## config.mk

```make
export PLATFORM = sky130hd
export DESIGN_NAME = sorted_priority_deadline_table_core
export DESIGN_NICKNAME = d
export VERILOG_FILES = /design/src/spdt_pkg.sv /design/src/spdt_mem.sv /design/src/sorted_priority_deadline_table_core.sv
export SDC_FILE = /design/constraint.sdc
export NUM_CORES = 2
export LEC_CHECK = 0
export BUFFER_PORTS_ARGS = -buffer_cell sky130_fd_sc_hd__buf_2
export CAP_MARGIN = 10
export CELL_PAD_IN_SITES_DETAIL_PLACEMENT = 1
export CELL_PAD_IN_SITES_GLOBAL_PLACEMENT = 2
export CORE_ASPECT_RATIO = 1.5
export CORE_MARGIN = 4
export CORE_UTILIZATION = 29
export CTS_BUF_LIST = sky130_fd_sc_hd__clkbuf_8
export DETAILED_ROUTE_END_ITERATION = 6
export HOLD_SLACK_MARGIN = 0.03
export PLACE_DENSITY_LB_ADDON = 0.1
export RECOVER_POWER = 50
export REMOVE_ABC_BUFFERS = 1
export SLEW_MARGIN = 20
export SYNTH_ARGS = -nofsm -noshare
export SYNTH_HDL_FRONTEND = slang
export SYNTH_SLANG_ARGS = --single-unit
```

## constraint.sdc

```tcl
create_clock -name clk -period 12.74 [get_ports clk]
set_input_delay 1.274 -clock clk [delete_from_list [all_inputs] [get_ports clk]]
set_output_delay 1.274 -clock clk [all_outputs]
set_load 0.02 [all_outputs]
```

## src/spdt_pkg.sv

```systemverilog
//------------------------------------------------------------------------------
// Sorted priority deadline table package
// Shared request/result types and codes.
//------------------------------------------------------------------------------
package spdt_pkg;

    typedef enum logic [1:0] {
        ACT_INSERT  = 2'd0,
        ACT_REMOVE  = 2'd1,
        ACT_EXTRACT = 2'd2,
        ACT_NONE    = 2'd3
    } action_t;

    typedef enum logic [1:0] {
        ST_DONE      = 2'd0,
        ST_FULL      = 2'd1,
        ST_NOT_FOUND = 2'd2
    } status_t;

    typedef struct packed {
        logic [1:0]  action;
        logic [15:0] task_id;
        logic [7:0]  priority_req;
        logic [31:0] deadline;
    } request_t;

    typedef struct packed {
        logic [1:0]  status;
        logic [15:0] found_id;
        logic [7:0]  found_priority;
        logic [31:0] found_deadline;
        logic [4:0]  entry_count;
    } result_t;

    typedef struct packed {
        logic [15:0] id;
        logic [7:0]  prio;
        logic [31:0] dl;
    } entry_t;

    // True when entry a must be placed strictly ahead of entry b.
    function automatic logic goes_before(input logic [7:0] pa, input logic [31:0] da,
                                         input logic [7:0] pb, input logic [31:0] db);
        logic r;
        if (pa != pb)
            r = (pa > pb);
        else if (da == 32'd0)
            r = 1'b0;
        else if (db == 32'd0)
            r = 1'b1;
        else
            r = (da < db);
        return r;
    endfunction

endpackage

```

## src/spdt_mem.sv

```systemverilog
//------------------------------------------------------------------------------
// Sorted priority deadline table entry memory
// One write port and one registered read port.
//------------------------------------------------------------------------------
module spdt_mem #(
    parameter int AW = 4
) (
    input  logic             clk,
    input  logic             we,
    input  logic [AW-1:0]    waddr,
    input  spdt_pkg::entry_t wdata,
    input  logic [AW-1:0]    raddr,
    output spdt_pkg::entry_t rdata
);
    import spdt_pkg::*;

    entry_t mem [2**AW];

    always_ff @(posedge clk)
    begin
        if (we)
            mem[waddr] <= wdata;
        rdata <= mem[raddr];
    end

endmodule

```

## src/sorted_priority_deadline_table_core.sv

```systemverilog
//------------------------------------------------------------------------------
// Sorted priority deadline table core
// Each request walks the table held in a single-port-read memory: one entry is
// read per cycle, and the entry is written back into its new slot (shifted up
// for an insert, compacted down for a remove or extract). After a request is
// accepted, busy stays high while the walk reads every held entry and then
// through the end state. An insert into a full table, action code 3,
// and any request on an empty table skip the walk and keep busy high for one
// cycle. The result appears on result with done high in the cycle after busy
// falls. The receiver cannot stall the result. Requests with start while busy
// are ignored.
//------------------------------------------------------------------------------
module sorted_priority_deadline_table_core #(
    parameter int TABLE_DEPTH = 16
) (
    input  logic               clk,
    input  logic               rst_n,
    input  logic               start,
    input  spdt_pkg::request_t request,
    output logic               busy,
    output logic               done,
    output spdt_pkg::result_t  result
);
    import spdt_pkg::*;

    localparam int AW = (TABLE_DEPTH > 2) ? $clog2(TABLE_DEPTH) : 1;
    localparam int CW = $clog2(TABLE_DEPTH + 1);

    typedef enum logic [2:0] {
        S_IDLE = 3'b001,
        S_WALK = 3'b010,
        S_END  = 3'b100
    } state_t;

    state_t         state_reg, state_next;
    logic [CW-1:0]  count_reg, count_next;
    logic [CW-1:0]  rd_reg, rd_next;     // next index read
    logic [CW-1:0]  wr_reg, wr_next;     // next write slot
    logic           placed_reg, placed_next;
    logic           hit_reg, hit_next;
    logic           pend_reg, pend_next; // read data valid this cycle
    request_t       req_reg, req_next;
    entry_t         hold_reg, hold_next; // entry waiting to go one slot up
    entry_t         found_reg, found_next;
    logic [1:0]     stat_reg, stat_next;
    logic           done_reg, done_next;

    logic           we;
    logic [AW-1:0]  waddr, raddr;
    entry_t         wdata, rdata, new_e;

    spdt_mem #(.AW(AW)) u_mem (
        .clk(clk), .we(we), .waddr(waddr), .wdata(wdata),
        .raddr(raddr), .rdata(rdata)
    );

    assign new_e = '{id: req_reg.task_id, prio: req_reg.priority_req,
                     dl: req_reg.deadline};
    // While idle the first entry is read so that it is ready when the walk starts.
    assign raddr = (state_reg == S_IDLE) ? '0 : rd_reg[AW-1:0];
    assign busy  = (state_reg != S_IDLE);
    assign done  = done_reg;
    always_comb
    begin
        result.status         = stat_reg;
        result.found_id       = found_reg.id;
        result.found_priority = found_reg.prio;
        result.found_deadline = found_reg.dl;
        result.entry_count    = 5'(count_reg);
    end

    always_comb
    begin
        state_next  = state_reg;
        count_next  = count_reg;
        rd_next     = rd_reg;
        wr_next     = wr_reg;
        placed_next = placed_reg;
        hit_next    = hit_reg;
        pend_next   = 1'b0;
        req_next    = req_reg;
        hold_next   = hold_reg;
        found_next  = found_reg;
        stat_next   = stat_reg;
        done_next   = 1'b0;
        we          = 1'b0;
        waddr       = wr_reg[AW-1:0];
        wdata       = rdata;
        case (state_reg)
            S_IDLE:
            begin
                if (start)
                begin
                    req_next    = request;
                    rd_next     = '0;
                    wr_next     = '0;
                    placed_next = 1'b0;
                    hit_next    = 1'b0;
                    found_next  = '0;
                    stat_next   = ST_DONE;
                    if (request.action == ACT_INSERT && count_reg == CW'(TABLE_DEPTH))
                    begin
                        stat_next  = ST_FULL;
                        state_next = S_END;
                    end
                    else if (request.action == ACT_NONE || count_reg == '0)
                        state_next = S_END;
                    else
                    begin
                        state_next = S_WALK;
                        rd_next    = CW'(1);
                        pend_next  = 1'b1;
                    end
                end
            end
            S_WALK:
            begin
                // rdata holds entry rd_reg-1
                if (pend_reg)
                begin
                    case (req_reg.action)
                        ACT_INSERT:
                        begin
                            if (placed_reg)
                            begin
                                we        = 1'b1;
                                wdata     = hold_reg;
                                hold_next = rdata;
                            end
                            else if (goes_before(new_e.prio, new_e.dl,
                                                 rdata.prio, rdata.dl))
                            begin
                                we          = 1'b1;
                                wdata       = new_e;
                                hold_next   = rdata;
                                placed_next = 1'b1;
                            end
                            wr_next = wr_reg + CW'(1);
                        end
                        ACT_REMOVE:
                        begin
                            if (rdata.id != req_reg.task_id)
                            begin
                                we      = 1'b1;
                                wr_next = wr_reg + CW'(1);
                            end
                        end
                        default:
                        begin
                            if (!hit_reg && rdata.id == req_reg.task_id)
                            begin
                                hit_next   = 1'b1;
                                found_next = rdata;
                            end
                            else
                            begin
                                we      = 1'b1;
                                wr_next = wr_reg + CW'(1);
                            end
                        end
                    endcase
                end
                if (rd_reg < count_reg)
                begin
                    rd_next   = rd_reg + CW'(1);
                    pend_next = 1'b1;
                end
                else
                    state_next = S_END;
            end
            S_END:
            begin
                // Final write for insert and count update; a missed extract reports not found.
                case (req_reg.action)
                    ACT_INSERT:
                    begin
                        if (stat_reg == ST_DONE)
                        begin
                            we         = 1'b1;
                            wdata      = placed_reg ? hold_reg : new_e;
                            count_next = count_reg + CW'(1);
                        end
                    end
                    ACT_REMOVE:
                        count_next = wr_reg;
                    ACT_EXTRACT:
                    begin
                        if (hit_reg)
                            count_next = count_reg - CW'(1);
                        else
                            stat_next = ST_NOT_FOUND;
                    end
                    default: ;
                endcase
                done_next  = 1'b1;
                state_next = S_IDLE;
            end
            default: state_next = S_IDLE;
        endcase
    end

    always_ff @(posedge clk or negedge rst_n)
    begin
        if (!rst_n)
        begin
            state_reg  <= S_IDLE;
            count_reg  <= '0;
            done_reg   <= 1'b0;
            pend_reg   <= 1'b0;
        end
        else
        begin
            state_reg  <= state_next;
            count_reg  <= count_next;
            done_reg   <= done_next;
            pend_reg   <= pend_next;
        end
    end

    always_ff @(posedge clk)
    begin
        rd_reg     <= rd_next;
        wr_reg     <= wr_next;
        placed_reg <= placed_next;
        hit_reg    <= hit_next;
        req_reg    <= req_next;
        hold_reg   <= hold_next;
        found_reg  <= found_next;
        stat_reg   <= stat_next;
    end

endmodule

```

==> results.yml <==
status:
  outcome: "complete, but fails checks"
  violations: "max-capacitance violations, max-slew violations"
setup_path:
  crit_family: "buffers and inverters"
  critPathArrivalTime_ns: 9.33
  crit_path_end_kind: "flip-flop"
  worstPathBufferInverterCount: 7
  path_cells: "or3b_2 -> clkbuf_1 -> inv_1 -> clkbuf_1 -> nand3_1 -> and2_1 -> buf_4 -> nor2_1 -> clkbuf_1 -> a222oi_1 -> o211ai_1 -> clkbuf_1 -> clkbuf_1"
  crit_type: "flip-flop to flip-flop"
  startpoint_type: "flip-flop"
  crit_fanout: 28
  max_stage_delay_ns: 1.91
  crit_slowest_cell: "clkbuf_1"
  crit_required_ns: 13.36
  cpMostUsedCell: "clkbuf_1"
synthesis:
  syn_area_sq_mm: 0.0464
  ys_ff_latch: 1146
  ys_seq_area_share_pct: 72.8
  yosysWarnings: 0
  synthCells: 3058
  synth_compound_area_share_pct: 10.8
  avgSynthCellArea_sq_um: 15.2
  yosys.area_share.adder_pct: 1.42
  synthSimpleGateAreaFrac_pct: 4.40
  synthXorXnorAreaFrac_pct: 0.472
  synth_edf_count: 1080
  synth_top_family_by_area: "compound AO/OA/AOI/OAI gates"
  synth_flop_cell: "edfxtp_1"
  synth_cell_types: 52
  synthMuxAreaShare_pct: 7.70
  synth_async_sr_flop_share_pct: 0.873
place:
  post_dp_cell_area_sq_mm: 0.0499
  hpwlAfterDp_microns: 94200
  portBuffers: 125
  gp_congestion: 0.782
  dp_cells: 5148
sta:
  rsz0062_at_grt: "false"
  slew_violations: 734
  setup_violations: 0
  max_freq_ghz: 0.115
  max_slew_margin_pct: -235
  period_needed_ns: 8.71
  clock-skew-final_ns: 0.0478
  tightest_slew_ns: 5.03
  period_share_pct: 68.4
  hold_viol_final: 0
cts:
  cts_resized: 0
  post_cts_buffers: 0
  htreeDepth: 4
  cts-root-buf: "clkbuf_8"
  cts_hold_buf: 0
  clock_latency_ns: 0.93
  cts_sinks: 1146
  path_clk_slew_ns: 0.06
  cts_tree: "done"
  cts_buffer_depth: 3
  cts_made_buffers: 187
global_routing:
  grt_use_total_pct: 19.8
  use_met1_pct: 25.8
  grt_start_max_net_pins: 113
  use_met2_pct: 34.4
  busiest_layer: "met2"
  antenna_found_initial: 8
  grt_pass1_vias: 31191
  met3_usage_pct: 3.00
  overflow: 0
  grt_pass1_wl_microns: 236000
finish:
  layout.nets: 3375
  top_register: "u_mem.mem"
  fill_cells: 16401
  final-seq-area_sq_mm: 0.0338
  instances_no_fill: 5510
  multi_input_area_sq_mm: 0.0117
  syn2layout_area_growth_pct: 14.3
  largest_register_ff_count: 896
  stdcell_area_sq_mm: 0.0530
  drive_above_1_share_pct: 15.2
flow_run:
  maxCapViolCount: 24
drt:
  drt_iter0_drc: 2004
  drt-pass1-iter-count: 5
  drc_errors: 0
  viasPerCell: 5.23
  wl_microns: 168000
  vias: 28801
  ant_nets: 0
  wire_per_inst_microns: 30.5
power:
  power_leakage_nw: 18.0
  vdd.ir_drop.worst_mv: 0.120
  powerDensity_mw_per_mm2: 238
floorplanning:
  ioPinCount: 126
  fp.dieW_microns: 335
  die_h_microns: 498
  rows: 179
  start_util_pct: 29.2
  dieArea_sq_mm: 0.167
  core_area_sq_mm: 0.159
worst_hold_path:
  min-delay-path-class: "input port to async pin"
final cells by class:
class                      instances  share of cell area (%)
multi-input combinational       1635                    22.1
sequential                      1146                    63.7
inverter                          61                   0.441
tap                             2081                    4.91
clock buffer                     198                    5.14
timing repair buffer             231                    2.18
antenna                            7                  0.0330
clock inverter                   151                    1.51
kinds of logic after synthesis:
group,count (synthesis)
DFF,1146
buffers and inverters,277
xor gates and xnor gates,25
and+or+nand+nor,414
adders and majority gates,52
AOI/OAI and AO/OA,808
muxes,336
synthesized netlist by cell type (4+ instances only):
master | number | area [sq um]
nand3_1 | 64 | 320
o22ai_1 | 58 | 363
nor4_1 | 18 | 113
a21oi_1 | 257 | 1290
dfrtp_1 | 9 | 225
xor2_1 | 6 | 52.6
clkbuf_1 | 175 | 657
a211oi_1 | 67 | 503
and2_1 | 22 | 138
nor2_1 | 127 | 477
xnor2_1 | 19 | 166
mux2_2 | 168 | 1890
nand2b_1 | 4 | 25.0
nand2_1 | 61 | 229
o2111ai_1 | 27 | 236
a221o_1 | 30 | 300
o211ai_1 | 28 | 210
edfxtp_1 | 1080 | 32400
a222oi_1 | 27 | 270
mux2i_1 | 168 | 1680
buf_2 | 15 | 75.1
o21ai_0 | 242 | 1210
a221oi_1 | 57 | 499
inv_1 | 59 | 221
dfxtp_1 | 56 | 1120
nand4_1 | 16 | 100
nor3_1 | 6 | 30.0
buf_1 | 21 | 78.8
ha_1 | 51 | 638
and3_1 | 85 | 532
placed cells by master, fill, tap and decap left out, types with 57 or more instances in the layout:
cell type and instances:
nor2_1 125, clkbuf_8 198, a21oi_1 256, o22ai_1 58
inv_1 131, a211oi_1 60, nand2_1 59, and3_1 85
o21ai_0 242, clkbuf_1 146, a221oi_1 57, edfxtp_1 1080
mux2i_1 168, mux2_2 168, nand3_1 63
stage by stage:
stage | utilization, % | worst slack [ns] | hold slack [ns] | power, mW | TNS (ns)
detailed placement | 31.4 | 7.00 | 0.472 | 9.73 | 0
CTS | 33.6 | 6.98 | 0.156 | 12.9 | 0
floorplan | - | -1.99 | 0.431 | 7.84 | -200.29
global placement | 31.3 | 7.01 | 0.466 | 9.61 | 0
finish | 33.4 | 4.03 | 0.409 | 12.6 | 0
global route | 33.4 | 3.57 | 0.407 | 13.3 | 0
where the power goes:
part / leakage, nW / internal (mW) / total (mW) / switching (mW)
Combinational: 5.54 / 1.17 / 4.26 / 3.09
Sequential: 10.4 / 4.95 / 5.27 / 0.320
Clock: 2.07 / 1.54 / 3.09 / 1.55
Total: 18.0 / 7.66 / 12.6 / 4.96
path summary, 6_finish.rpt:
check / start / end / slack, ns / cells past startpoint
max: state_reg[0] / u_mem.mem[8][3] / 4.03 / 13
min: rst_n / pend_reg / 0.41 / 1
max reg2reg: state_reg[0] / u_mem.mem[8][3] / 4.03 / 13
min reg2reg: u_mem.rdata[37] / hold_reg[37] / 0.49 / 0
max in group asynchronous: rst_n / count_reg[0] / 11.81 / 1
min in group clk: u_mem.rdata[37] / hold_reg[37] / 0.49 / 0
layer usage:
metal	vias up	routed length [microns]
met5	-	0
met4	0	3510
li1	12530	-
met3	224	7390
met1	15310	73000
met2	737	84000
Power figures use the tool's default switching activity.
